==> config.mk <==
export PLATFORM = sky130hd
export DESIGN_NAME = pointer_accel_clamp_unit_flat
export DESIGN_NICKNAME = d
export VERILOG_FILES = /design/src/rtl/core/ptracl_pkg.sv /design/src/rtl/core/ptracl_evt_if.sv /design/src/rtl/core/ptracl_res_if.sv /design/src/rtl/core/ptracl_div.sv /design/src/rtl/core/pointer_accel_clamp_unit.sv /design/src/flat_wrapper.sv
export SDC_FILE = /design/constraint.sdc
export NUM_CORES = 1
export LEC_CHECK = 0
export BUFFER_PORTS_ARGS = -buffer_cell sky130_fd_sc_hd__buf_4
export CAP_MARGIN = 30
export CORE_AREA = 2 2 234 236
export CTS_CLUSTER_DIAMETER = 50
export DETAILED_ROUTE_END_ITERATION = 6
export DIE_AREA = 0 0 236 238
export PLACE_DENSITY = 0.66
export SLEW_MARGIN = 20
export SYNTH_ARGS = -nofsm -noshare
export SYNTH_HDL_FRONTEND = slang
export SYNTH_SLANG_ARGS = --single-unit
export TNS_END_PERCENT = 10
==> constraint.sdc <==
create_clock -name clk -period 10.23 [get_ports clk]
set_clock_uncertainty 0.15 [all_clocks]
set_input_delay 0.5115 -clock clk [delete_from_list [all_inputs] [get_ports clk]]
set_output_delay 0.5115 -clock clk [all_outputs]
set_load 0.05 [all_outputs]
==> src/rtl/core/ptracl_pkg.sv <==
// Shared constants, codes and types for the pointer acceleration/clamp unit.
// No dependencies; compiled first.
`timescale 1ns / 1ps
`default_nettype none

package ptracl_pkg;

	// Field and register widths
	localparam int COORD_BITS_DEF = 12;
	localparam int VAL_W          = 16;
	localparam int THR_W          = 15;
	localparam int GAIN_W         = 8;
	localparam int REG_W          = 12;
	localparam int OUT_POS_W      = 12;
	localparam int STEP_W         = 13;
	localparam int CFG_IDX_W      = 3;
	localparam int CFG_DATA_W     = 15;
	localparam int KIND_W         = 2;
	localparam int AXIS_W         = 2;

	// Datapath widths: |delta| - threshold, gain product, signed working width
	localparam int MAG_W  = VAL_W + 1;
	localparam int DIFF_W = VAL_W;
	localparam int PROD_W = DIFF_W + GAIN_W;
	localparam int ACC_W  = PROD_W + 3;

	// Event codes
	localparam logic [KIND_W-1:0] KIND_REL = 2'd0;
	localparam logic [KIND_W-1:0] KIND_ABS = 2'd1;
	localparam logic [AXIS_W-1:0] AXIS_X   = 2'd0;
	localparam logic [AXIS_W-1:0] AXIS_Y   = 2'd1;
	localparam logic [AXIS_W-1:0] AXIS_Z   = 2'd2;

	// Register indexes
	localparam logic [CFG_IDX_W-1:0] CFG_ENABLE = 3'd0;
	localparam logic [CFG_IDX_W-1:0] CFG_THRESH = 3'd1;
	localparam logic [CFG_IDX_W-1:0] CFG_NUMER  = 3'd2;
	localparam logic [CFG_IDX_W-1:0] CFG_DENOM  = 3'd3;
	localparam logic [CFG_IDX_W-1:0] CFG_LEFT   = 3'd4;
	localparam logic [CFG_IDX_W-1:0] CFG_RIGHT  = 3'd5;
	localparam logic [CFG_IDX_W-1:0] CFG_TOP    = 3'd6;
	localparam logic [CFG_IDX_W-1:0] CFG_BOTTOM = 3'd7;

	// Register reset values
	localparam logic              RST_ENABLE = 1'b1;
	localparam logic [THR_W-1:0]  RST_THRESH = 15'd4;
	localparam logic [GAIN_W-1:0] RST_NUMER  = 8'd2;
	localparam logic [GAIN_W-1:0] RST_DENOM  = 8'd1;
	localparam logic [REG_W-1:0]  RST_LEFT   = 12'd0;
	localparam logic [REG_W-1:0]  RST_RIGHT  = 12'd4095;
	localparam logic [REG_W-1:0]  RST_TOP    = 12'd0;
	localparam logic [REG_W-1:0]  RST_BOTTOM = 12'd4095;

	typedef enum logic [2:0] {
		S_IDLE,
		S_PREP,
		S_MUL,
		S_DIV,
		S_ADJ,
		S_CLAMP,
		S_OUT
	} state_t;

	// Divider handshake toward the sequencer
	typedef struct packed {
		logic busy;
		logic done;
	} div_stat_t;

endpackage

`default_nettype wire

==> src/rtl/core/ptracl_evt_if.sv <==
// Axis event channel: valid/ready plus event payload.
// Depends on ptracl_pkg.
`timescale 1ns / 1ps
`default_nettype none

interface ptracl_evt_if;
	import ptracl_pkg::*;

	logic                    valid;
	logic                    ready;
	logic [KIND_W-1:0]       value_kind;
	logic [AXIS_W-1:0]       axis_select;
	logic signed [VAL_W-1:0] axis_value;

	modport source (output valid, value_kind, axis_select, axis_value, input ready);
	modport sink   (input valid, value_kind, axis_select, axis_value, output ready);
endinterface

`default_nettype wire

==> src/rtl/core/ptracl_res_if.sv <==
// Result channel: valid/ready plus cursor, step and wheel payload.
// Depends on ptracl_pkg.
`timescale 1ns / 1ps
`default_nettype none

interface ptracl_res_if;
	import ptracl_pkg::*;

	logic                     valid;
	logic                     ready;
	logic [OUT_POS_W-1:0]     cursor_x;
	logic [OUT_POS_W-1:0]     cursor_y;
	logic signed [STEP_W-1:0] step_dx;
	logic signed [STEP_W-1:0] step_dy;
	logic                     moved;
	logic                     wheel_valid;
	logic signed [VAL_W-1:0]  wheel_step;

	modport source (output valid, cursor_x, cursor_y, step_dx, step_dy, moved, wheel_valid,
		wheel_step, input ready);
	modport sink   (input valid, cursor_x, cursor_y, step_dx, step_dy, moved, wheel_valid,
		wheel_step, output ready);
endinterface

`default_nettype wire

==> src/rtl/core/ptracl_div.sv <==
// Radix-2 restoring divider, one quotient bit per cycle (unsigned).
// Depends on ptracl_pkg.
`timescale 1ns / 1ps
`default_nettype none

module ptracl_div (
	input  wire                               clk,
	input  wire                               arst_n,
	input  wire                               start,
	input  wire [ptracl_pkg::PROD_W-1:0]      dividend,
	input  wire [ptracl_pkg::GAIN_W-1:0]      divisor,
	output ptracl_pkg::div_stat_t             stat,
	output logic [ptracl_pkg::PROD_W-1:0]     quotient
);
	import ptracl_pkg::*;

	localparam int CNT_W = $clog2(PROD_W);

	logic              busy_q;
	logic              done_q;
	logic [CNT_W-1:0]  cnt_q;
	logic [GAIN_W-1:0] rem_q;
	logic [GAIN_W-1:0] dvs_q;
	logic [PROD_W-1:0] quo_q;

	logic [GAIN_W:0]   shifted;
	logic [GAIN_W:0]   trial;
	logic              fits;

	always_comb begin
		shifted = {rem_q, quo_q[PROD_W-1]};
		trial   = shifted - {1'b0, dvs_q};
		fits    = shifted >= {1'b0, dvs_q};
	end

	always_ff @(posedge clk or negedge arst_n) begin
		if (!arst_n) begin
			busy_q <= 1'b0;
			done_q <= 1'b0;
			cnt_q  <= '0;
		end else begin
			done_q <= 1'b0;
			if (start) begin
				busy_q <= 1'b1;
				cnt_q  <= CNT_W'(PROD_W - 1);
			end else if (busy_q) begin
				cnt_q <= cnt_q - 1'b1;
				if (cnt_q == '0) begin
					busy_q <= 1'b0;
					done_q <= 1'b1;
				end
			end
		end
	end

	always_ff @(posedge clk) begin
		if (start) begin
			rem_q <= '0;
			quo_q <= dividend;
			dvs_q <= divisor;
		end else if (busy_q) begin
			rem_q <= fits ? trial[GAIN_W-1:0] : shifted[GAIN_W-1:0];
			quo_q <= {quo_q[PROD_W-2:0], fits};
		end
	end

	assign stat.busy = busy_q;
	assign stat.done = done_q;
	assign quotient  = quo_q;

endmodule

`default_nettype wire

==> src/rtl/core/pointer_accel_clamp_unit.sv <==
// Pointer axis event unit: acceleration, absolute-to-delta, clamped cursor, wheel step.
// Sequence: wheel and ignored events go IDLE, PREP, OUT; clamped x/y motion adds CLAMP;
//   an accelerated relative x/y delta adds MUL, DIV (24-step serial divider), ADJ and CLAMP.
// Flow: one event at a time; input is ready again the cycle after the result is
//   registered, and later while a held result waits on res.ready.
// Reset (arst_n, async): cursor at 0,0, registers at defaults, no result pending.
// Depends on ptracl_pkg, ptracl_evt_if, ptracl_res_if, ptracl_div.
`timescale 1ns / 1ps
`default_nettype none

module pointer_accel_clamp_unit #(
	parameter int COORD_BITS = ptracl_pkg::COORD_BITS_DEF
) (
	input  wire                                clk,
	input  wire                                arst_n,
	input  wire                                cfg_we,
	input  wire [ptracl_pkg::CFG_IDX_W-1:0]    cfg_index,
	input  wire [ptracl_pkg::CFG_DATA_W-1:0]   cfg_data,
	ptracl_evt_if.sink                         evt,
	ptracl_res_if.source                       res
);
	import ptracl_pkg::*;

	// ---------------------------------------------------------------
	// Configuration registers
	// ---------------------------------------------------------------
	logic                  enable_q;
	logic [THR_W-1:0]      thr_q;
	logic [GAIN_W-1:0]     num_q;
	logic [GAIN_W-1:0]     den_q;
	logic [COORD_BITS-1:0] left_q, right_q, top_q, bottom_q;

	always_ff @(posedge clk or negedge arst_n) begin
		if (!arst_n) begin
			enable_q <= RST_ENABLE;
			thr_q    <= RST_THRESH;
			num_q    <= RST_NUMER;
			den_q    <= RST_DENOM;
			left_q   <= COORD_BITS'(RST_LEFT);
			right_q  <= COORD_BITS'(RST_RIGHT);
			top_q    <= COORD_BITS'(RST_TOP);
			bottom_q <= COORD_BITS'(RST_BOTTOM);
		end else if (cfg_we) begin
			case (cfg_index)
				CFG_ENABLE: enable_q <= cfg_data[0];
				CFG_THRESH: thr_q    <= cfg_data[THR_W-1:0];
				CFG_NUMER:  num_q    <= cfg_data[GAIN_W-1:0];
				CFG_DENOM:  den_q    <= cfg_data[GAIN_W-1:0];
				CFG_LEFT:   left_q   <= COORD_BITS'(cfg_data[REG_W-1:0]);
				CFG_RIGHT:  right_q  <= COORD_BITS'(cfg_data[REG_W-1:0]);
				CFG_TOP:    top_q    <= COORD_BITS'(cfg_data[REG_W-1:0]);
				CFG_BOTTOM: bottom_q <= COORD_BITS'(cfg_data[REG_W-1:0]);
				default: ;
			endcase
		end
	end

	// ---------------------------------------------------------------
	// Sequencer
	//   IDLE  -> take one event
	//   PREP  -> classify, |delta| vs threshold, or absolute delta
	//   MUL   -> (|delta| - thr) * num, start divider
	//   DIV   -> wait for quotient (24 divider steps)
	//   ADJ   -> delta = rel +/- quotient
	//   CLAMP -> both axes: min with right/bottom, then max with left/top
	//   OUT   -> load the result register when it is free
	// ---------------------------------------------------------------
	state_t state_q, state_d;

	logic                    ready_c;
	logic                    div_start_c;
	logic                    out_load_c;

	// Item registers
	logic [KIND_W-1:0]       kind_q;
	logic [AXIS_W-1:0]       axis_q;
	logic signed [VAL_W-1:0] val_q;
	logic                    motion_q;
	logic                    wheel_q;
	logic                    accel_q;
	logic [DIFF_W-1:0]       over_q;
	logic signed [ACC_W-1:0] delta_q;
	logic [COORD_BITS-1:0]   nx_q, ny_q;

	// Cursor state
	logic [COORD_BITS-1:0]   pos_x_q, pos_y_q;

	// Result register
	logic                     out_valid_q;
	logic [OUT_POS_W-1:0]     out_x_q, out_y_q;
	logic signed [STEP_W-1:0] out_dx_q, out_dy_q;
	logic                     out_moved_q;
	logic                     out_wvalid_q;
	logic signed [VAL_W-1:0]  out_wstep_q;

	// Divider
	div_stat_t         div_stat;
	logic [PROD_W-1:0] quotient;
	logic [PROD_W-1:0] product;
	logic [GAIN_W-1:0] den_eff;

	// PREP classification
	logic                    prep_rel, prep_abs, prep_xy;
	logic                    prep_motion, prep_wheel, prep_accel;
	logic signed [MAG_W-1:0] val_ext;
	logic [MAG_W-1:0]        mag;
	logic [MAG_W-1:0]        mag_over;
	logic [COORD_BITS-1:0]   pos_sel;
	logic signed [ACC_W-1:0] abs_delta;

	// A zero denominator divides by one
	assign den_eff = (den_q == '0) ? GAIN_W'(1) : den_q;
	assign product = PROD_W'(over_q) * PROD_W'(num_q);

	ptracl_div u_div (
		.clk      (clk),
		.arst_n   (arst_n),
		.start    (div_start_c),
		.dividend (product),
		.divisor  (den_eff),
		.stat     (div_stat),
		.quotient (quotient)
	);

	always_ff @(posedge clk or negedge arst_n) begin
		if (!arst_n) state_q <= S_IDLE;
		else         state_q <= state_d;
	end

	always_comb begin
		state_d     = state_q;
		ready_c     = 1'b0;
		div_start_c = 1'b0;
		out_load_c  = 1'b0;
		case (state_q)
			S_IDLE: begin
				ready_c = 1'b1;
				if (evt.valid) state_d = S_PREP;
			end
			S_PREP: begin
				// decisions use the values classified in this cycle
				if (prep_accel)       state_d = S_MUL;
				else if (prep_motion) state_d = S_CLAMP;
				else                  state_d = S_OUT;
			end
			S_MUL: begin
				div_start_c = 1'b1;
				state_d     = S_DIV;
			end
			S_DIV: begin
				if (div_stat.done) state_d = S_ADJ;
			end
			S_ADJ:   state_d = S_CLAMP;
			S_CLAMP: state_d = S_OUT;
			S_OUT: begin
				if (!out_valid_q || res.ready) begin
					out_load_c = 1'b1;
					state_d    = S_IDLE;
				end
			end
			default: state_d = S_IDLE;
		endcase
	end

	assign evt.ready = ready_c;

	// ---------------------------------------------------------------
	// PREP: classification and threshold test
	// ---------------------------------------------------------------
	always_comb begin
		prep_rel    = enable_q && (kind_q == KIND_REL);
		prep_abs    = enable_q && (kind_q == KIND_ABS);
		prep_xy     = (axis_q == AXIS_X) || (axis_q == AXIS_Y);
		prep_motion = (prep_rel || prep_abs) && prep_xy;
		prep_wheel  = prep_rel && (axis_q == AXIS_Z);
		val_ext     = MAG_W'(val_q);
		mag         = val_q[VAL_W-1] ? MAG_W'(-val_ext) : MAG_W'(val_ext);
		prep_accel  = prep_rel && prep_xy && (mag > MAG_W'(thr_q));
		mag_over    = mag - MAG_W'(thr_q);
		pos_sel     = (axis_q == AXIS_X) ? pos_x_q : pos_y_q;
		abs_delta   = ACC_W'(val_q) - $signed(ACC_W'(pos_sel));
	end

	// ---------------------------------------------------------------
	// CLAMP: new = min(cur + d, hi), then max(.., lo); lower bound wins
	// when the region is inverted
	// ---------------------------------------------------------------
	function automatic logic signed [ACC_W-1:0] clamp_axis(
		input logic signed [ACC_W-1:0] cur,
		input logic signed [ACC_W-1:0] d,
		input logic signed [ACC_W-1:0] lo,
		input logic signed [ACC_W-1:0] hi
	);
		logic signed [ACC_W-1:0] n;
		n = cur + d;
		if (n > hi) n = hi;
		if (n < lo) n = lo;
		return n;
	endfunction

	logic signed [ACC_W-1:0] dx_c, dy_c, nx_c, ny_c;
	logic signed [ACC_W-1:0] adj_q_ext;

	always_comb begin
		dx_c = (axis_q == AXIS_X) ? delta_q : '0;
		dy_c = (axis_q == AXIS_Y) ? delta_q : '0;
		nx_c = clamp_axis($signed(ACC_W'(pos_x_q)), dx_c,
			$signed(ACC_W'(left_q)), $signed(ACC_W'(right_q)));
		ny_c = clamp_axis($signed(ACC_W'(pos_y_q)), dy_c,
			$signed(ACC_W'(top_q)), $signed(ACC_W'(bottom_q)));
		// truncating division: apply the quotient with the sign of the delta
		adj_q_ext = $signed(ACC_W'(quotient));
	end

	// ---------------------------------------------------------------
	// OUT: result fields
	// ---------------------------------------------------------------
	logic                    moved_c;
	logic signed [ACC_W-1:0] sdx_c, sdy_c;
	logic signed [VAL_W-1:0] wstep_c;

	always_comb begin
		moved_c = motion_q && ((nx_q != pos_x_q) || (ny_q != pos_y_q));
		sdx_c   = $signed(ACC_W'(nx_q)) - $signed(ACC_W'(pos_x_q));
		sdy_c   = $signed(ACC_W'(ny_q)) - $signed(ACC_W'(pos_y_q));
		// -(-32768) saturates to the largest positive step
		if (val_q == {1'b1, {(VAL_W-1){1'b0}}}) wstep_c = {1'b0, {(VAL_W-1){1'b1}}};
		else                                   wstep_c = -val_q;
	end

	// Item datapath (payload, no reset)
	always_ff @(posedge clk) begin
		case (state_q)
			S_IDLE: begin
				if (evt.valid) begin
					kind_q <= evt.value_kind;
					axis_q <= evt.axis_select;
					val_q  <= evt.axis_value;
				end
			end
			S_PREP: begin
				motion_q <= prep_motion;
				wheel_q  <= prep_wheel;
				accel_q  <= prep_accel;
				over_q   <= mag_over[DIFF_W-1:0];
				delta_q  <= prep_abs ? abs_delta : ACC_W'(val_q);
			end
			S_ADJ: begin
				delta_q <= val_q[VAL_W-1] ? (ACC_W'(val_q) - adj_q_ext)
				                          : (ACC_W'(val_q) + adj_q_ext);
			end
			S_CLAMP: begin
				nx_q <= COORD_BITS'(nx_c);
				ny_q <= COORD_BITS'(ny_c);
			end
			default: ;
		endcase
	end

	// Cursor position and result valid
	always_ff @(posedge clk or negedge arst_n) begin
		if (!arst_n) begin
			pos_x_q     <= '0;
			pos_y_q     <= '0;
			out_valid_q <= 1'b0;
		end else begin
			if (out_load_c) begin
				out_valid_q <= 1'b1;
				if (moved_c) begin
					pos_x_q <= nx_q;
					pos_y_q <= ny_q;
				end
			end else if (res.ready) begin
				out_valid_q <= 1'b0;
			end
		end
	end

	// Result payload
	always_ff @(posedge clk) begin
		if (out_load_c) begin
			out_x_q      <= OUT_POS_W'(moved_c ? nx_q : pos_x_q);
			out_y_q      <= OUT_POS_W'(moved_c ? ny_q : pos_y_q);
			out_dx_q     <= moved_c ? STEP_W'(sdx_c) : '0;
			out_dy_q     <= moved_c ? STEP_W'(sdy_c) : '0;
			out_moved_q  <= moved_c;
			out_wvalid_q <= wheel_q;
			out_wstep_q  <= wheel_q ? wstep_c : '0;
		end
	end

	assign res.valid       = out_valid_q;
	assign res.cursor_x    = out_x_q;
	assign res.cursor_y    = out_y_q;
	assign res.step_dx     = out_dx_q;
	assign res.step_dy     = out_dy_q;
	assign res.moved       = out_moved_q;
	assign res.wheel_valid = out_wvalid_q;
	assign res.wheel_step  = out_wstep_q;

	// ---------------------------------------------------------------
	// Assertions
	// ---------------------------------------------------------------
	// A result never reports both cursor motion and a wheel step
	assert property (@(posedge clk) disable iff (!arst_n)
		res.valid |-> !(res.moved && res.wheel_valid))
		else $error("motion and wheel reported together");

	// A moved result carries a nonzero step on some axis
	assert property (@(posedge clk) disable iff (!arst_n)
		(res.valid && res.moved) |-> ((res.step_dx != '0) || (res.step_dy != '0)))
		else $error("moved flag without a step");

	// The divider finishes only while the sequencer waits for it
	assert property (@(posedge clk) disable iff (!arst_n)
		div_stat.done |-> (state_q == S_DIV))
		else $error("divider done outside the divide wait");

	// Accelerated path only for relative x/y events
	assert property (@(posedge clk) disable iff (!arst_n)
		(state_q == S_MUL) |-> (accel_q && motion_q && !wheel_q))
		else $error("multiply step without an accelerated motion");

	// One event in flight: input closes after a transfer
	assert property (@(posedge clk) disable iff (!arst_n)
		(evt.valid && evt.ready) |=> !evt.ready)
		else $error("second event taken while busy");

endmodule

`default_nettype wire

==> src/flat_wrapper.sv <==
// flat-port wrapper written by rule: the top's interface ports become plain ports
module pointer_accel_clamp_unit_flat import ptracl_pkg::*;
#(
	parameter int COORD_BITS = ptracl_pkg::COORD_BITS_DEF
)
  (clk, arst_n, cfg_we, cfg_index, cfg_data, evt_valid, evt_value_kind, evt_axis_select, evt_axis_value, evt_ready, res_valid, res_cursor_x, res_cursor_y, res_step_dx, res_step_dy, res_moved, res_wheel_valid, res_wheel_step, res_ready);
  ptracl_evt_if evt_i ();
  ptracl_res_if res_i ();
  input  wire clk;
  input  wire arst_n;
  input  wire cfg_we;
  input  wire [ptracl_pkg::CFG_IDX_W-1:0] cfg_index;
  input  wire [ptracl_pkg::CFG_DATA_W-1:0] cfg_data;
  input wire logic [$bits(evt_i.valid)-1:0] evt_valid;
  input wire logic [$bits(evt_i.value_kind)-1:0] evt_value_kind;
  input wire logic [$bits(evt_i.axis_select)-1:0] evt_axis_select;
  input wire logic [$bits(evt_i.axis_value)-1:0] evt_axis_value;
  output wire logic [$bits(evt_i.ready)-1:0] evt_ready;
  output wire logic [$bits(res_i.valid)-1:0] res_valid;
  output wire logic [$bits(res_i.cursor_x)-1:0] res_cursor_x;
  output wire logic [$bits(res_i.cursor_y)-1:0] res_cursor_y;
  output wire logic [$bits(res_i.step_dx)-1:0] res_step_dx;
  output wire logic [$bits(res_i.step_dy)-1:0] res_step_dy;
  output wire logic [$bits(res_i.moved)-1:0] res_moved;
  output wire logic [$bits(res_i.wheel_valid)-1:0] res_wheel_valid;
  output wire logic [$bits(res_i.wheel_step)-1:0] res_wheel_step;
  input wire logic [$bits(res_i.ready)-1:0] res_ready;
  assign evt_i.valid = evt_valid;
  assign evt_i.value_kind = evt_value_kind;
  assign evt_i.axis_select = evt_axis_select;
  assign evt_i.axis_value = evt_axis_value;
  assign evt_ready = evt_i.ready;
  assign res_valid = res_i.valid;
  assign res_cursor_x = res_i.cursor_x;
  assign res_cursor_y = res_i.cursor_y;
  assign res_step_dx = res_i.step_dx;
  assign res_step_dy = res_i.step_dy;
  assign res_moved = res_i.moved;
  assign res_wheel_valid = res_i.wheel_valid;
  assign res_wheel_step = res_i.wheel_step;
  assign res_i.ready = res_ready;
  pointer_accel_clamp_unit #(.COORD_BITS(COORD_BITS)) u_core (.clk(clk), .arst_n(arst_n), .cfg_we(cfg_we), .cfg_index(cfg_index), .cfg_data(cfg_data), .evt(evt_i), .res(res_i));
endmodule
### Yosys cells after proc, flatten, opt, wreduce, memory -nomap -nowiden

Index checks and enable logic that the tools add are counted.

| operators by class | value |
|---|---|
| add/sub/neg operators | 12 |
| multipliers | 1 |
| $lt $le $gt $ge | 6 |
| equality and inequality tests | 22 |
| mux-type cells | 37 |
| bitwise logic cells | 1 |
| reduce and logical (&&, ||, !) cells | 32 |

Operators by type and width:

| kind | number |
|---|---|
| 27-bit two-way mux | 6 |
| 12-bit two-way mux | 5 |
| 13-bit by 27-bit adder with 27-bit output | 2 |
| 27-bit by 13-bit greater-than comparator with 1-bit output | 2 |
| 27-bit by 13-bit < comparator with 1-bit output | 2 |
| 27-bit one-hot mux with 2 select lines | 1 |
| 24-bit two-way mux | 2 |
| 16-bit by 25-bit adder with 26-bit output | 1 |
| 12-bit by 12-bit subtractor with 13-bit output | 2 |
| 16-bit by 25-bit subtractor with 26-bit output | 1 |
| 16-bit by 8-bit multiplier with 24-bit output | 1 |
| 12-bit != test | 2 |
| 3-bit equality test (second input constant) | 7 |
| 3-bit one-hot mux with 7 select lines | 1 |
| 2-bit AND reduction | 9 |
| 17-bit by 15-bit greater-than comparator with 1-bit output | 1 |
| 17-bit two-way mux | 1 |
| 16-bit negation with 17-bit output | 1 |
| 16-bit by 13-bit subtractor with 17-bit output | 1 |
| 16-bit equality test (second input constant) | 1 |
| 16-bit negation | 1 |
| 16-bit by 15-bit subtractor with 16-bit output | 1 |
| 15-bit two-way mux | 1 |
| 3-bit by 2-bit equality test with 1-bit output (second input constant) | 4 |
| 24 further kinds | 55 |

| word-level totals | value |
|---|---|
| register bits after elaboration | 312 |
| input port bits | 43 |

### Longest topological paths before layout

Gate-level depths: netlist of run 1.

| depth | value |
|---|---|
| depth after elaboration | 7 |
| gate-level depth with buffers | 35 |
| gate-level depth less buffers | 31 |

### Modules after synthesis

From an unflattened synthesis of run 1, not the netlist that was laid out.

| second synthesis, totals | value |
|---|---|
| cell total of the unflattened synthesis | 2463 |
| area total of the unflattened synthesis | 23996.8 um^2 |

Modules (own cells, without submodules):

| module | times used | cells an instance | area an instance (um^2) | seq. area each (um^2) |
|---|---|---|---|---|
| pointer_accel_clamp_unit | 1 | 2272 | 21630.7 | 7422.1 |
| ptracl_div | 1 | 191 | 2366.0 | 1296.2 |

### Worst setup path before layout of run 1

Ideal clock, no wire load.

| path | value |
|---|---|
| path type | register to register |
| start | reg u_core.axis_q[1] |
| end | reg u_core.nx_q[10] (data pin) |
| setup time | 260 ps |
| arrival time | 6684 ps |
| path slack | 3136 ps |
| cell stages (with the launch flop) | 36 |
| buffers on the path | 4 |
| clock period less this slack | 7094 ps |
| cells stage by stage | edfxtp_1 -> nor2_1 -> clkbuf_1 -> clkbuf_1 -> and2_1 -> ha_1 -> a211oi_1 -> or4b_1 -> nand3_2 -> o21ai_0 -> nand2b_1 -> a21oi_1 -> xnor2_1 -> ha_1 -> nand2_1 -> or2_2 -> a21oi_1 -> nand3_1 -> nand4_1 -> nor3_1 -> a31oi_2 -> buf_2 -> mux2_2 -> ha_1 -> a21o_1 -> a21o_1 -> a21oi_1 -> nor2b_1 -> o21ai_0 -> nand2b_1 -> a21oi_1 -> o21ai_0 -> nor4_1 -> a211oi_2 -> buf_6 -> mux2_4 |

| between the ends | value |
|---|---|
| word-level cells in the longest chain between the ends | 7 |

Ends and longest elaborated chain:

| what | RTL line | source |
|---|---|---|
| start, declared | pointer_accel_clamp_unit.sv:76 | `logic [AXIS_W-1:0] axis_q;` |
| start signal, assigned | pointer_accel_clamp_unit.sv:237 | `axis_q <= evt.axis_select;` |
| 2-bit zero test (*) | pointer_accel_clamp_unit.sv:205 | `dx_c = (axis_q == AXIS_X) ? delta_q : '0;` |
| 27-bit two-way mux (*) | pointer_accel_clamp_unit.sv:205 |  |
| 13-bit by 27-bit adder with 27-bit output (*) | pointer_accel_clamp_unit.sv:195 | `n = cur + d;` |
| 27-bit by 13-bit greater-than comparator with 1-bit output | pointer_accel_clamp_unit.sv:196 | `if (n > hi) n = hi;` |
| 27-bit two-way mux (*) | pointer_accel_clamp_unit.sv:196 |  |
| 27-bit by 13-bit < comparator with 1-bit output | pointer_accel_clamp_unit.sv:197 | `if (n < lo) n = lo;` |
| 12-bit two-way mux (*) | pointer_accel_clamp_unit.sv:197 |  |
| named net u_core.nx_c[10] | pointer_accel_clamp_unit.sv:201 | `logic signed [ACC_W-1:0] dx_c, dy_c, nx_c, ny_c;` |
| end signal, assigned | pointer_accel_clamp_unit.sv:253 | `nx_q <= COORD_BITS'(nx_c);` |
| end, declared | pointer_accel_clamp_unit.sv:83 | `logic [COORD_BITS-1:0] nx_q, ny_q;` |

The timed path passes the listed nets; every way through them passes the cells marked *.
A chain may end at the register's enable or synchronous reset.

### Final worst setup path of run 1

| path | value |
|---|---|
| start | reg u_core.axis_q[0] |
| end | reg u_core.ny_q[6] (data pin) |

| between the ends | value |
|---|---|
| word-level cells in the longest chain between the ends | 7 |

Ends and longest elaborated chain:

| what | RTL line | source |
|---|---|---|
| 2-bit by 1-bit equality test with 1-bit output (*) | pointer_accel_clamp_unit.sv:206 | `dy_c = (axis_q == AXIS_Y) ? delta_q : '0;` |
| 27-bit two-way mux (*) | pointer_accel_clamp_unit.sv:206 |  |
| 13-bit by 27-bit adder with 27-bit output (*) | pointer_accel_clamp_unit.sv:195 |  |
| 27-bit by 13-bit greater-than comparator with 1-bit output | pointer_accel_clamp_unit.sv:196 |  |
| 27-bit two-way mux (*) | pointer_accel_clamp_unit.sv:196 |  |
| 27-bit by 13-bit < comparator with 1-bit output | pointer_accel_clamp_unit.sv:197 |  |
| 12-bit two-way mux (*) | pointer_accel_clamp_unit.sv:197 |  |
| named net u_core.ny_c[6] | pointer_accel_clamp_unit.sv:201 |  |
| end signal, assigned | pointer_accel_clamp_unit.sv:254 | `ny_q <= COORD_BITS'(ny_c);` |
| end, declared | pointer_accel_clamp_unit.sv:83 |  |

Marked as above.

==> reports/summary.md, run 1 <==
The run finished with clean final reports. The vertical die dimension is 238 um, and the count of nets left with antenna violations after detail routing is 0. The synthesized design contains 311 register bits. The run gives 103000 um as the global-route wire length before repair. The clock period could shrink to 8.26 ns. The area added between synthesis and finish is 12.8%, and the synthesized netlist cell count is 2533.

Detailed placement finished with a half-perimeter wire length of 51100 um. The residual overflow from global routing came out at 0. For the count of pins over their slew limit, the log shows 0. The capture point of the worst path is u_core.ny_q[6]$_DFFE_PN_. The worst hold path belongs to the class in2reg.

The initial antenna violation count is 0. Overall routing resource usage: 0.232. For the register area share after synthesis, the log shows 0.365. After detailed routing, the number of remaining DRC violations is 0. The cell area that synthesis handed to floorplanning was 0.0239 mm^2. Yosys mapped a number of flops with a built-in enable equal to 188. For the number of warnings issued by yosys, the log shows 0. The number of diodes added for antenna fixing was 0; the share of the synthesized area in the top cell type was 0.236. In this run the register-to-register setup slack is 1.97 ns. The tools report the endpoint required time on the critical path as 10.38 ns. Setup violations remaining at the end of the flow were counted as 0. The share of async-settable or async-resettable flops after synthesis came out at 0.370. STA classifies the critical path startpoint as a register. Summing over every cut layer, the via total after detailed routing is 18.7k. Dividing the detail-routed wire length by the instance count gives 19.5 um. Data arrives at the worst endpoint at 8.41 ns. The synthesized area per cell is 9.44 um^2.

Yosys attributes the largest share of cell area to sky130_fd_sc_hd__edfxtp_1, sky130_fd_sc_hd__ha_1, sky130_fd_sc_hd__dfrtp_1, sky130_fd_sc_hd__fa_1, sky130_fd_sc_hd__nand2_1. The logs give 84 for the number of library cell types mapped by synthesis and 2954 for the total number of nets in the final design. The placeable core region was 0.0535 mm^2; the number of post-CTS setup repair buffers was 0. Final hold violation count: 0. Setup repair after global routing left no endpoint under its margin.

Timing would allow up to 0.121 GHz. The worst setup path is of the reg2reg kind. The slowest cell on the critical path was sky130_fd_sc_hd__o41ai_2. Number of cells traversed by the worst register-to-register path: 30. The tools report the global placer's final weighted congestion as 0.973. The final clock period utilization by the worst path is 0.807. TritonCTS built the clock tree.

On the worst path, the slowest cell contributes a delay of 0.66 ns. The number of filler cells placed in the layout is 4917. Across the whole layout, storage elements account for 0.00872 mm^2. The largest net degree at the start of global routing came out at 99. The tools report the type of element capturing the critical path as a register. Across the run, the number of max-cap violations was 0. 113 I/O pins were placed.

Summing all multi-input logic gate instances after layout gives 0.0139 mm^2. The die covers 0.0562 mm^2. The tree built by TritonCTS fans out to 311 sinks. The share of final-layout standard cells stronger than drive strength 1 came out at 0.134.

Using the TritonRoute via totals, the vias-per-cell ratio works out to 5.57. The logs give 0.447 for the starting density of the core and 85 for the number of rows created at floorplan. Max-slew headroom at the worst pin: 0.375.

The critical path starts at u_core.axis_q[0]$_DFFE_PP_. The largest area contributor in the synthesized netlist was sky130_fd_sc_hd__edfxtp_1. In this run the critical register-to-register path is launched from u_core.axis_q[0]$_DFFE_PP_. The number of nets handed over by synthesis was 2861.

The logs give 1318 for the initial DRC count and 5 for the detailed-router iteration count before antenna repair. The root buffer cell chosen for the clock tree is sky130_fd_sc_hd__clkbuf_16. For the maximum clock path buffer count, the log shows 3. For the via count of the first global-routing pass, the log shows 18.8k. The worst-margin pin slew is 0.936 ns.

Clock latency on the worst-skew pair, taken at its later pin, is 0.57 ns. In this run the critical register-to-register path is captured at u_core.ny_q[6]$_DFFE_PN_. Clock-pin slew was measured on the worst setup and hold paths at 0.06 ns. Of all nets on the critical path, the largest fanout is 26. For the final routed database, the setup TNS stands at 0 ns. For this run, the leading register cell type out of synthesis is sky130_fd_sc_hd__edfxtp_1. The number of levels in the clock H-tree came out at 2. The routed design has 65400 um of wire. The number of buffers added by the clock tree synthesis step came out at 39.

The width of the die was 236 um. The count of buffers added on input and output ports is 112.
how the worst min path moves through the flow:
stage                                           start                                   to  cells past startpoint
after CTS                                cfg_data[13]         u_core.thr_q[13]$_DFFE_PN0P_                      3
final                              evt_axis_select[1]           u_core.axis_q[1]$_DFFE_PP_                      1
after global routing               evt_axis_select[1]           u_core.axis_q[1]$_DFFE_PP_                      1
after floorplan                                arst_n          u_core.den_q[1]$_DFFE_PN0P_                      0
after global placement    u_core.den_q[5]$_DFFE_PN0P_  u_core.u_div.dvs_q[5]$_SDFFCE_PN0P_                      0
after detailed placement  u_core.den_q[2]$_DFFE_PN0P_  u_core.u_div.dvs_q[2]$_SDFFCE_PN0P_                      0
cells by family (layout without fill, tap and decap cells):
| logic type | count (synthesis) | count (layout) | synth area share |
|---|---|---|---|
| and+or+nand+nor | 793 | 793 | 0.160 |
| buffers and inverters | 355 | 479 | 0.0566 |
| xor gates and xnor gates | 144 | 144 | 0.0527 |
| adders and majority gates | 285 | 285 | 0.178 |
| DFF | 311 | 311 | 0.365 |
| AOI/OAI and AO/OA | 531 | 531 | 0.134 |
| muxes | 114 | 114 | 0.0539 |
cells in the mapped netlist (10+ instances only):
cell and number:
sky130_fd_sc_hd__mux2i_1 23, sky130_fd_sc_hd__nor3_1 47, sky130_fd_sc_hd__or3_1 27, sky130_fd_sc_hd__nor2_1 150, sky130_fd_sc_hd__clkbuf_1 89, sky130_fd_sc_hd__a31oi_1 10
sky130_fd_sc_hd__inv_1 250, sky130_fd_sc_hd__nand2_1 297, sky130_fd_sc_hd__o21bai_1 14, sky130_fd_sc_hd__o21ai_0 209, sky130_fd_sc_hd__a21oi_1 136, sky130_fd_sc_hd__a211oi_1 21
sky130_fd_sc_hd__edfxtp_1 188, sky130_fd_sc_hd__nor4_1 10, sky130_fd_sc_hd__o21a_1 12, sky130_fd_sc_hd__xor2_1 56, sky130_fd_sc_hd__dfstp_2 28, sky130_fd_sc_hd__nand2b_1 24
sky130_fd_sc_hd__nand3_1 34, sky130_fd_sc_hd__or2_2 10, sky130_fd_sc_hd__a21o_1 39, sky130_fd_sc_hd__xnor2_1 88, sky130_fd_sc_hd__nor2b_1 27, sky130_fd_sc_hd__and2_1 86
sky130_fd_sc_hd__mux2_2 82, sky130_fd_sc_hd__fa_1 92, sky130_fd_sc_hd__and3_1 16, sky130_fd_sc_hd__nand4_1 27, sky130_fd_sc_hd__dfrtp_1 87, sky130_fd_sc_hd__ha_1 193
sequential cells by signal, indices dropped and copies added (netlist names), 12 cells and up:
register and flops:
u_core.delta_q 26, u_core.u_div.quotient 24, u_core.over_q 16, u_core.res.wheel_step 16
u_core.val_q 16, u_core.thr_q 15, u_core.res.step_dx 13, u_core.res.step_dy 13
u_core.bottom_q 12, u_core.left_q 12, u_core.nx_q 12, u_core.ny_q 12
u_core.pos_x_q 12, u_core.pos_y_q 12, u_core.res.cursor_x 12, u_core.res.cursor_y 12
u_core.right_q 12, u_core.top_q 12
cell type report:
| type | instances | area share |
|---|---|---|
| Multi-Input combinational cell | 1867 | 0.515 |
| Sequential cell | 311 | 0.323 |
| Timing Repair Buffer | 157 | 0.0480 |
| Clock buffer | 46 | 0.0383 |
| Inverter | 250 | 0.0349 |
| Tap cell | 696 | 0.0323 |
| Clock inverter | 26 | 0.00854 |
per-layer routing:
layer  track usage  part of all wire  up-vias
met5             0                 0        -
met4         0.111             0.049        0
met3        0.0273             0.042      134
met2         0.404              0.48      500
met1         0.287              0.43     9092
li1              -                 -     8961
cell usage in the layout (no fill, tap or decap), drive strengths merged, types with 24 or more instances in the layout:
| cell | synthesis | final |
|---|---|---|
| edfxtp | 188 | 188 |
| dfstp | 28 | 28 |
| ha | 193 | 193 |
| o21ai | 210 | 210 |
| clkbuf | 89 | 47 |
| xor2 | 56 | 56 |
| nor2b | 27 | 27 |
| nand3 | 36 | 36 |
| and2 | 86 | 86 |
| or3 | 27 | 27 |
| nand2 | 297 | 297 |
| nand2b | 24 | 24 |
| a21o | 39 | 39 |
| inv | 250 | 257 |
| mux2 | 91 | 91 |
| nand4 | 27 | 27 |
| buf | 16 | 135 |
| a21oi | 137 | 137 |
| xnor2 | 88 | 88 |
| dfrtp | 87 | 87 |
| fa | 92 | 92 |
| nor2 | 150 | 150 |
| nor3 | 47 | 47 |
per-stage QoR:
stage	cells	hold slack, ns	utilization	area (um^2)	setup slack (ns)
after CTS	3351	0.00312	0.503	26900	2.03
after detailed placement	3258	0.308	0.476	25500	2.06
after global routing	3353	0.00123	0.504	27000	1.20
after floorplan	2533	0.0659	-	23900	3.14
after global placement	3254	0.303	0.475	25400	2.21
final	3353	0.0206	0.504	27000	1.97
worst max-delay path, delay by kind of cell (launching register included):
kind                       cells  cell delay, ns
adders and majority gates      4            1.25
xor gates and xnor gates       1            0.18
and+or+nand+nor                6            1.05
AOI/OAI and AO/OA             15            3.76
DFF                            1            0.44
buffers and inverters          3            0.78
muxes                          1            0.34
what timing repair did:
item	in CTS	in global routing
hold endpoints to repair	56	0
hold buffers	21	0
resized for setup	0	0
Power of run 1 is left out: the tool's default activity adds up to more than one toggle a clock period on the data nets, which glitch-free logic cannot reach.
==> inputs of run 2 (changes only) <==
- ABC_AREA: unset -> 1
- CORE_AREA: 2 2 234 236 -> 2 2 238 240
- DIE_AREA: 0 0 236 238 -> 0 0 240 242
- clock period: 10.23 -> 8.5 ns (I/O delays scaled with it)
==> reports/summary.md, run 2 <==
The flow ran to the end, and the final reports show no timing, DRC or antenna violations. In this run the worst path has a maximum fanout of 44. The worst-margin pin slew is 0.982 ns. The fraction of power spent switching nets works out to 0.498. The number of cells traversed by the worst register-to-register path was 34.

After clock tree synthesis, the setup repair step added 0 buffers. The number of buffers added by the clock tree synthesis step is 42. The worst setup path is of the reg2reg kind. Setup repair after global routing left no endpoint under its margin.

The final routed wire length divided by cell count was 17.9 um; the overall die area was 0.0581 mm^2. The starting density of the core was 0.445. For the logic gate share of total power, the log shows 0.601. Leaving out fill and tap cells, the most frequent cells in the layout are sky130_fd_sc_hd__nand2_1, sky130_fd_sc_hd__inv_1, sky130_fd_sc_hd__o21ai_0. The final hold violation count was 0. For the power spent charging and discharging nets, the log shows 5810 uW. The delay of the slowest critical-path stage is 0.57 ns.

For the worst reg-to-reg setup slack, the log shows 2.16 ns. The tools report the register area share after synthesis as 0.351. Among all flip-flop cells after synthesis, the most frequent one is sky130_fd_sc_hd__edfxtp_1. The via count of the first global-routing pass was 20.6k. The tool flagged a number of max-cap violations equal to 0. Final-layout setup total negative slack: 0 ns. By count the netlist is led by sky130_fd_sc_hd__nand2_1, sky130_fd_sc_hd__inv_1, sky130_fd_sc_hd__o21ai_0. The first global-routing pass estimated 114000 um of wire.

Most common cell after layout, fill and taps aside: sky130_fd_sc_hd__nand2_1. The vertical die dimension was 242 um; the final clock period utilization by the worst path was 0.746. Data on the critical path arrives at its endpoint at 6.65 ns.

TritonCTS built the clock tree. The run gives 113 as the top-level port count. Once detail routing completed, the nets flagged for antenna violations numbered 0. The tools report the largest net degree at the start of global routing as 87.

The final design utilization was 0.506. For hold timing, the worst endpoint is u_core.res.valid$_DFFE_PN0P_. Clock-pin slew was measured on the worst setup and hold paths at 0.06 ns.

Number of DRC violations after detailed routing: 0. Share of final-layout standard cells stronger than drive strength 1: 0.0856. The logs give 0.0248 mm^2 for the area of the mapped netlist and 0.957 for the global placer's final weighted congestion. After technology mapping, the gate count stands at 3217. The maximum clock frequency is 0.158 GHz, and the number of I/O port buffers is 112. The root buffer cell chosen for the clock tree is sky130_fd_sc_hd__clkbuf_16. Yosys mapped a number of flops with a built-in enable equal to 188. The launch instance of the worst min-delay path was res_ready.

Yosys attributes the largest share of cell area to sky130_fd_sc_hd__edfxtp_1, sky130_fd_sc_hd__nand2_1, sky130_fd_sc_hd__ha_1, sky130_fd_sc_hd__dfrtp_1, sky130_fd_sc_hd__inv_1. For this design the static power due to leakage is 0.0137 uW. The largest individual stage delay along the critical path comes from the cell sky130_fd_sc_hd__edfxtp_1. Along the worst hold path, the cell count comes to 4. STA classifies the critical path startpoint as a register. The initialized floorplan defines 87 standard-cell rows. From left edge to right edge, the die measures 240 um. The total area inside the core boundary comes to 0.0557 mm^2. Share of async-settable or async-resettable flops after synthesis: 0.370. The max-slew headroom at the worst pin is 0.344.

In this run the power density over the cells is 414 mW/mm^2. The detailed-router iteration count before antenna repair is 6, and the maximum clock path buffer count is 3. The share of the synthesized area in the top cell type works out to 0.227. The worst setup path is captured at a register. The register with the most flip-flops in the layout has 26 of them. Type of the most critical hold path: in2reg. Yosys printed 0 warnings.

Ranked by flip-flop count, first place goes to u_core.delta_q. In this run, synthesis produced a sequential element count of 311. The number of clock sinks was 311. The cell that appears most often on the critical path is sky130_fd_sc_hd__nand2_1.

The initial antenna violation count came out at 0. The H-tree was split into 2 levels. The run gives 61 as the number of library cell types mapped by synthesis. The routed layout has 21.3k vias.

Clock share of power: 0.158. The tools report the overall routing resource usage as 0.255. Number of filler cells placed in the layout: 5412. The run gives 3545 as the net count of the mapped netlist. The logs give 0.59 ns for the clock latency of the later-clocked register in the worst-skew pair and 2.16 ns for the final worst setup slack. The total number of nets in the final design was 3646; the count of pins over their slew limit was 0.

STA puts the critical path data required time at 8.81 ns. 0 antenna diodes ended up in the layout. Compared with the post-synthesis result, the final layout area differs by 13.5%. For the internal power consumption, the log shows 5850 uW.

The tools report the end of the worst register-to-register path as u_core.nx_q[3]$_DFFE_PN_. The wire length after detailed routing was 73400 um; the HPWL after detailed placement was 58100 um. For this block, the initial DRC count from the detailed router was 1524. The logs give 0.241 for the power share of the sequential group and 0 for the total of endpoints with negative setup slack in the final report. Number of vias per cell: 5.19. The worst-case IR drop observed on VDD is 0.610 mV. The biggest area contributor in the post-synthesis netlist is sky130_fd_sc_hd__edfxtp_1. The pre-CTS setup slack came out at 2.23 ns. Among all cell types in the netlist, the one instantiated most often is sky130_fd_sc_hd__nand2_1. The residual overflow from global routing was 0. The clock period minus final worst setup slack is 6.34 ns. The critical register-to-register path startpoint is u_core.axis_q[0]$_DFFE_PP_. Each instance of the synthesized netlist takes up on average 7.72 um^2.
## run 2: changes by cell type in the layout (fill, tap and decap cells not counted), sizes merged, moves of 26 or more
cell / previous run / this run
nor2b: 27 / 0
and2: 86 / 3
nand3: 36 / 145
xnor2: 88 / 26
or3: 27 / 1
mux2: 91 / 1
inv: 257 / 522
a21oi: 137 / 172
nor2: 150 / 249
nand2: 297 / 839
a21o: 39 / 6
o21ai: 210 / 306
## run 2: logic make-up (layout without fill, tap and decap cells)
group                    after synthesis  count (layout)  synth area share
AND/OR/NAND/NOR                     1336            1336             0.223
buffers and inverters                624             758            0.0964
flip-flops                           311             311             0.351
multiplexers                           1               1          0.000454
adder cells (fa/ha/maj)              285             285             0.171
AO/OA/AOI/OAI                        554             554             0.120
XOR/XNOR                             106             106            0.0374
## run 2: critical path, delay by kind of cell, from the launching register on
family,cells,cell delay [ns]
XOR/XNOR,1,0.20
flip-flops,1,0.57
AO/OA/AOI/OAI,7,1.19
buffers and inverters,3,0.73
AND/OR/NAND/NOR,20,2.51
adder cells (fa/ha/maj),3,0.85
## run 2: how the worst max path moves through the flow
stage / slack [ns] / startpoint / cells past startpoint / endpoint
final: 2.16 / u_core.axis_q[0]$_DFFE_PP_ / 34 / u_core.nx_q[3]$_DFFE_PN_
after global routing: 1.49 / u_core.axis_q[0]$_DFFE_PP_ / 33 / u_core.nx_q[11]$_DFFE_PN_
after CTS: 2.23 / u_core.axis_q[1]$_DFFE_PP_ / 30 / u_core.ny_q[0]$_DFFE_PN_
after detailed placement: 2.23 / u_core.axis_q[0]$_DFFE_PP_ / 34 / u_core.nx_q[3]$_DFFE_PN_
after global placement: 2.40 / u_core.axis_q[1]$_DFFE_PP_ / 30 / u_core.ny_q[0]$_DFFE_PN_
after floorplan: 3.07 / u_core.axis_q[1]$_DFFE_PP_ / 35 / u_core.ny_q[10]$_DFFE_PN_
## run 2: repair_timing
action,4_1_cts,5_1_grt
resized for setup,0,0
hold buffers,36,0
endpoints found under the hold margin,76,0
## run 2: power by group through the flow
stage          clock (uW)  combinational (uW)  sequential [uW]
6_report             1850                7010             2810
5_1_grt              1930                7910             2850
2_1_floorplan           0                5000             2740
4_1_cts              1870                7020             2790
3_5_place_dp            0                6940             2820
3_3_place_gp            0                6910             2810
## run 2: routing by layer
metal | GRT usage | share of wire | vias to the layer above | routed length, um
met5 | 0 | 0 | - | 0
met3 | 0.0305 | 0.045 | 164 | 3280
met1 | 0.325 | 0.42 | 9942 | 31100
met2 | 0.429 | 0.48 | 566 | 34900
li1 | - | - | 10628 | -
met4 | 0.122 | 0.055 | 0 | 4060
## run 2: cell type report
type | instances | area, um^2 | share of cell area
Clock buffer | 58 | 1240 | 0.0442
Inverter | 514 | 1930 | 0.0686
Clock inverter | 19 | 225 | 0.00799
Multi-Input combinational cell | 2282 | 13700 | 0.488
Timing Repair Buffer | 167 | 1360 | 0.0484
Sequential cell | 311 | 8720 | 0.309
Tap cell | 756 | 946 | 0.0336
## run 2: stage by stage
| step | instance area, um^2 | hold slack, ns | instances | power, uW |
|---|---|---|---|---|
| 2_1_floorplan | 24800 | -0.0206 | 3217 | 7740 |
| 3_3_place_gp | 26300 | 0.316 | 3992 | 9720 |
| 3_5_place_dp | 26300 | 0.318 | 3993 | 9760 |
| 4_1_cts | 28100 | 0.00681 | 4106 | 11700 |
| 5_1_grt | 28200 | 0.0488 | 4107 | 12700 |
| 6_report | 28200 | 0.0289 | 4107 | 11700 |
Power figures use the tool's default switching activity.
